[src/hw/rtl/odo_pkg.sv]
// ----------------------------------------------------------------------------
// odo_pkg
// Shared types, constants and helpers for the odometry integrator.
// ----------------------------------------------------------------------------
package odo_pkg;

   localparam int CORDIC_STAGES = 16;
   localparam int ATAN_LEN      = 24;
   localparam int CHAIN_LEN     = (CORDIC_STAGES < ATAN_LEN) ? CORDIC_STAGES : ATAN_LEN;
   localparam int STAGE_W       = 5;
   localparam int CORD_W        = 33;

   localparam logic signed [CORD_W-1:0] CORDIC_GAIN    = 33'sd652032874;
   localparam logic signed [62:0]       INV_TWO_PI_Q32 = 63'sd683565276;

   localparam logic [15:0] RADIUS_RESET = 16'd2163;
   localparam logic [15:0] INV_SEP_RESET = 16'd1600;
   localparam logic [15:0] DT_RESET     = 16'd655;

   localparam logic [1:0] CSR_WHEEL_RADIUS = 2'd0;
   localparam logic [1:0] CSR_INV_SEP      = 2'd1;
   localparam logic [1:0] CSR_STEP_TIME    = 2'd2;

   localparam logic OP_INTEGRATE = 1'b0;
   localparam logic OP_READBACK  = 1'b1;

   typedef struct packed {
      logic               opcode;
      logic signed [15:0] left_wheel_speed;
      logic signed [15:0] right_wheel_speed;
   } req_type;

   typedef struct packed {
      logic signed [31:0] pos_x;
      logic signed [31:0] pos_y;
      logic        [31:0] heading;
      logic signed [31:0] vel_x;
      logic signed [31:0] vel_y;
      logic signed [31:0] yaw_rate;
   } rsp_type;

   typedef struct packed {
      logic                     valid;
      logic signed [CORD_W-1:0] x;
      logic signed [CORD_W-1:0] y;
      logic signed [CORD_W-1:0] z;
   } cordic_type;

   typedef enum logic [7:0] {
      ST_IDLE = 8'b0000_0001,
      ST_MUL1 = 8'b0000_0010,
      ST_MUL2 = 8'b0000_0100,
      ST_MUL3 = 8'b0000_1000,
      ST_WAIT = 8'b0001_0000,
      ST_MUL4 = 8'b0010_0000,
      ST_MUL5 = 8'b0100_0000,
      ST_DONE = 8'b1000_0000
   } state_type;

   function automatic logic signed [CORD_W-1:0] atan_turns(input logic [STAGE_W-1:0] idx);
      logic signed [CORD_W-1:0] a;
      unique case (idx)
         5'd0:  a = 33'sh020000000;
         5'd1:  a = 33'sh012E4051D;
         5'd2:  a = 33'sh009FB385B;
         5'd3:  a = 33'sh0051111D4;
         5'd4:  a = 33'sh0028B0D43;
         5'd5:  a = 33'sh00145D7E1;
         5'd6:  a = 33'sh000A2F61E;
         5'd7:  a = 33'sh000517C55;
         5'd8:  a = 33'sh00028BE53;
         5'd9:  a = 33'sh000145F2E;
         5'd10: a = 33'sh0000A2F98;
         5'd11: a = 33'sh0000517CC;
         5'd12: a = 33'sh000028BE6;
         5'd13: a = 33'sh0000145F3;
         5'd14: a = 33'sh00000A2F9;
         5'd15: a = 33'sh00000517C;
         5'd16: a = 33'sh0000028BE;
         5'd17: a = 33'sh00000145F;
         5'd18: a = 33'sh000000A2F;
         5'd19: a = 33'sh000000517;
         5'd20: a = 33'sh00000028B;
         5'd21: a = 33'sh000000145;
         5'd22: a = 33'sh0000000A2;
         5'd23: a = 33'sh000000051;
         default: a = '0;
      endcase
      return a;
   endfunction

   function automatic logic signed [31:0] sat32(input logic signed [63:0] v);
      logic signed [31:0] r;
      if (v > 64'sd2147483647) begin
         r = 32'sh7FFFFFFF;
      end else if (v < -64'sd2147483648) begin
         r = 32'sh80000000;
      end else begin
         r = 32'(v);
      end
      return r;
   endfunction

endpackage

[src/hw/rtl/odo_cordic_cell.sv]
// ----------------------------------------------------------------------------
// odo_cordic_cell
// One rotation-mode CORDIC micro-rotation, registered toward the next cell.
// ----------------------------------------------------------------------------
module odo_cordic_cell (
   input  logic                         clock,
   input  logic                         reset,
   input  logic [odo_pkg::STAGE_W-1:0]  stage,
   input  odo_pkg::cordic_type          prev_cell,
   output odo_pkg::cordic_type          next_cell
);
   import odo_pkg::*;

   cordic_type               data_ff;
   cordic_type               data_in;
   logic signed [CORD_W-1:0] dx;
   logic signed [CORD_W-1:0] dy;
   logic signed [CORD_W-1:0] angle;

   always_comb begin
      dx    = prev_cell.y >>> stage;
      dy    = prev_cell.x >>> stage;
      angle = atan_turns(stage);
      data_in.valid = prev_cell.valid;
      if (!prev_cell.z[CORD_W-1]) begin
         data_in.x = prev_cell.x - dx;
         data_in.y = prev_cell.y + dy;
         data_in.z = prev_cell.z - angle;
      end else begin
         data_in.x = prev_cell.x + dx;
         data_in.y = prev_cell.y - dy;
         data_in.z = prev_cell.z + angle;
      end
   end

   always_ff @(posedge clock) begin
      data_ff.x <= data_in.x;
      data_ff.y <= data_in.y;
      data_ff.z <= data_in.z;
      if (reset) begin
         data_ff.valid <= 1'b0;
      end else begin
         data_ff.valid <= data_in.valid;
      end
   end

   assign next_cell = data_ff;

endmodule

[config.mk]
export PLATFORM = sky130hd
export DESIGN_NAME = odo_cordic_cell
export DESIGN_NICKNAME = d
export VERILOG_FILES = /design/src/hw/rtl/odo_pkg.sv /design/src/hw/rtl/odo_cordic_cell.sv
export SDC_FILE = /design/constraint.sdc
export NUM_CORES = 1
export LEC_CHECK = 0
export ABC_AREA = 1
export BUFFER_PORTS_ARGS = -buffer_cell sky130_fd_sc_hd__buf_2
export CAP_MARGIN = 30
export CORE_ASPECT_RATIO = 1.4
export CORE_MARGIN = 2
export CORE_UTILIZATION = 45
export DETAILED_ROUTE_END_ITERATION = 16
export MAX_ROUTING_LAYER = met4
export PLACE_DENSITY = 0.72
export SLEW_MARGIN = 20
export SYNTH_ARGS = -nofsm -noshare
export SYNTH_HDL_FRONTEND = slang
export SYNTH_SLANG_ARGS = --single-unit
[constraint.sdc]
create_clock -name clock -period 8.5 [get_ports clock]
set_clock_uncertainty 0.1 [all_clocks]
set_input_delay 0.425 -clock clock [delete_from_list [all_inputs] [get_ports clock]]
set_output_delay 0.425 -clock clock [all_outputs]
set_load 0.03 [all_outputs]
==> impl_metrics.tcl <==
set metrics [dict create \
    outcome "completed" \
    ys_types 45 \
    pwr_density_cell_nw_per_um2 206.5 \
    grt_overflow 0 \
    tightest_slew_ps 884.2 \
    postCtsSetupBuffers 0 \
    layout-drive-gt1-share_pct 11.69 \
    syn_area_um2 13780 \
    regArea_um2 2002 \
    place_area_um2 14960 \
    layout_min_cycle_time_ps 5635 \
    ios 207 \
    grt-busiest-layer "met2" \
    peakVddDrop_v 0.0001664 \
    worstPathArrival_ps 5820 \
    synthAdderAreaFrac_pct 10.15 \
    grtUsageTotal_pct 33.31 \
    cp_cell_sequence "buf_2 > buf_4 > inv_2 > nand2_1 > inv_1 > nand3_1 > o21ai_0 > o21ai_0 > nand2_1 > inv_1 > nand2_1 > inv_1 > ha_1 > o21ai_0 > fa_1 > nand3_1 > nand2_1 > a21oi_1 > o21ai_0 > a31oi_1 > o21ai_0 > a21oi_1 > xnor2_1" \
    grt_use_met3_pct 3.242 \
    async_reset_ff_share_pct 0 \
    clk_pin_slew_ps 90 \
    start_util_pct 45.90 \
    dieArea_um2 32070 \
    drv_cap 0 \
    syn-num-nets 2603 \
    largest_register_ffs 100 \
    maxSlewViolCount 0 \
    multi_input_area_um2 10560 \
    most-common-layout-cells "818 x nand2_1, 328 x nand3_1, 206 x buf_2" \
    syn_inst 2386 \
    pre_cts_slack_ps 2514 \
    grt_use_met2_pct 59.69 \
    cp-start-kind "input port" \
    via_per_inst 5.582 \
    cts_tree "done" \
    ctsHtreeMaxLevel 3 \
    routedWlPerCell_um 18.31 \
    worstPathRequired_ps 8690 \
    wl_mm 53.57 \
    setup_slack_ps 2865 \
    tns_ps 0 \
    fin_nets 2752 \
    rsz0062_at_grt "false" \
    antennaDiodeCount 0 \
    grt_pass1_vias 15969 \
    die-height_um 211.1 \
    portBuffers 206 \
    hold_depth 2 \
    power_mw 3.153 \
    cts_hold_repair.buffers 0 \
    grt_max_degree 75 \
    worst-path-buf-inv 6 \
    synth_xor_area_share_pct 10.23 \
    synth_edf_count 0 \
    synth-compound-area-share_pct 12.42 \
    dp_cells 2909 \
    hold_violations 0 \
    grt_pass1_wl_mm 82.67 \
    setup_viol 0 \
    yosysSeqAreaShare_pct 14.52 \
    antenna_found_initial 0 \
    cp_slowest_cell "inv_2" \
    clockBufferDepth 2 \
    drtIter0Drc 1213 \
    period_share_pct 66.29 \
    critPathMaxFanout 45 \
    ys_ff_latch 100 \
    area_delta_synth_final_pct 10.73 \
    critPathMostFrequentCell "o21ai_0" \
    fp.coreArea_um2 30030 \
    max_slew_margin_pct 40.97 \
    yosys_warnings 0 \
    place_congestion 1.028 \
    final_common_cell "nand2_1" \
    synth_mux_area_share_pct 0 \
    fmax_mhz 177.5 \
    avgSynthCellArea_um2 5.777 \
    root_buffer "clkbuf_16" \
    fillers 3334 \
    final_antenna_net_count 0 \
    fp-row-count 75 \
    hold_class "in -> reg" \
    ys.flop_type "dfxtp_1" \
    hpwl_mm 44.94 \
    via_count 16327 \
    slowest_delay_ps 630 \
    met1_usage_pct 35.91 \
    die_w_um 151.9 \
    yosys.area_share.simple_pct 43.79 \
    design_area_um2 15260 \
    crit_type "in -> reg" \
    drc 0 \
    cts_resized 0 \
    cts_buffers 9 \
    crit_family "compound AO/OA/AOI/OAI gates" \
    endpoint_kind "flip-flop" \
    hp-start "reset" \
    fin_cells 2925 \
    leakagePower_nw 8.089 \
    dr.pass1.iters 6 \
    worstHoldEndpoint "next_cell[99]" \
    cts.sinks 100 \
    synth_top_family_by_area "simple AND/OR/NAND/NOR gates" \
]
[synthesized netlist by cell type, types with 16 or more instances]
cell      number  area share (%)
inv_1        193             5.3
xnor2_1       57             3.6
nand4_1       18            0.82
dfxtp_1      100              15
clkbuf_1      16            0.44
a21oi_1      131             4.8
ha_1         107             9.7
nand3_1      328              12
nor2_1       174             4.7
o21ai_0       94             3.4
nand2_1      818              22
nor3_1        23            0.84
buf_2         32             1.2
xor2_1       104             6.6
buf_1         17            0.46
[where the power goes]
group,total [mW],switching (mW),internal (mW)
sequential,0.718,0.0449,0.673
combinational,1.97,1.38,0.586
clock,0.464,0.230,0.234
total,3.15,1.66,1.49
[layer usage]
metal	part of all wire (%)	up-vias
met5	0	-
met1	39	7444
met4	6.0	0
met3	5.2	159
met2	50	608
li1	-	8116
[how the worst max path moves through the flow]
stage | startpoint | end | slack [ps] | cells after the start
global route | stage[1] | next_cell[29] | 2450 | 30
finish | stage[2] | next_cell[53] | 2870 | 23
global placement | stage[1] | next_cell[30] | 2460 | 29
detailed placement | stage[1] | next_cell[30] | 2510 | 29
floorplan | stage[1] | next_cell[29] | 4210 | 32
CTS | stage[1] | next_cell[30] | 2920 | 29
[final cells by class]
class / instances / share of cell area [%]
clock buffers: 9 / 1.476
inverters: 207 / 5.091
multi-input cells: 1997 / 69.18
well taps: 385 / 3.156
repair buffers: 220 / 7.443
flip-flops and latches: 100 / 13.12
clock inverters: 7 / 0.5410
[cell families (layout without fill, tap and decap cells)]
logic type,count (synthesis),after routing
xor+xnor,161,161
simple gates,1422,1422
compound gates,304,304
buf+inv,289,443
flops,100,100
fa+ha+maj,110,110
[stage by stage]
stage          utilization, %  hold WS (ps)
2_1_floorplan               -         396.2
6_report                50.83         91.09
3_5_place_dp            49.80         487.1
3_3_place_gp            49.80         482.7
4_1_cts                 50.83         82.53
5_1_grt                 50.83         95.24
No activity file was read; power rests on OpenSTA's default activity.
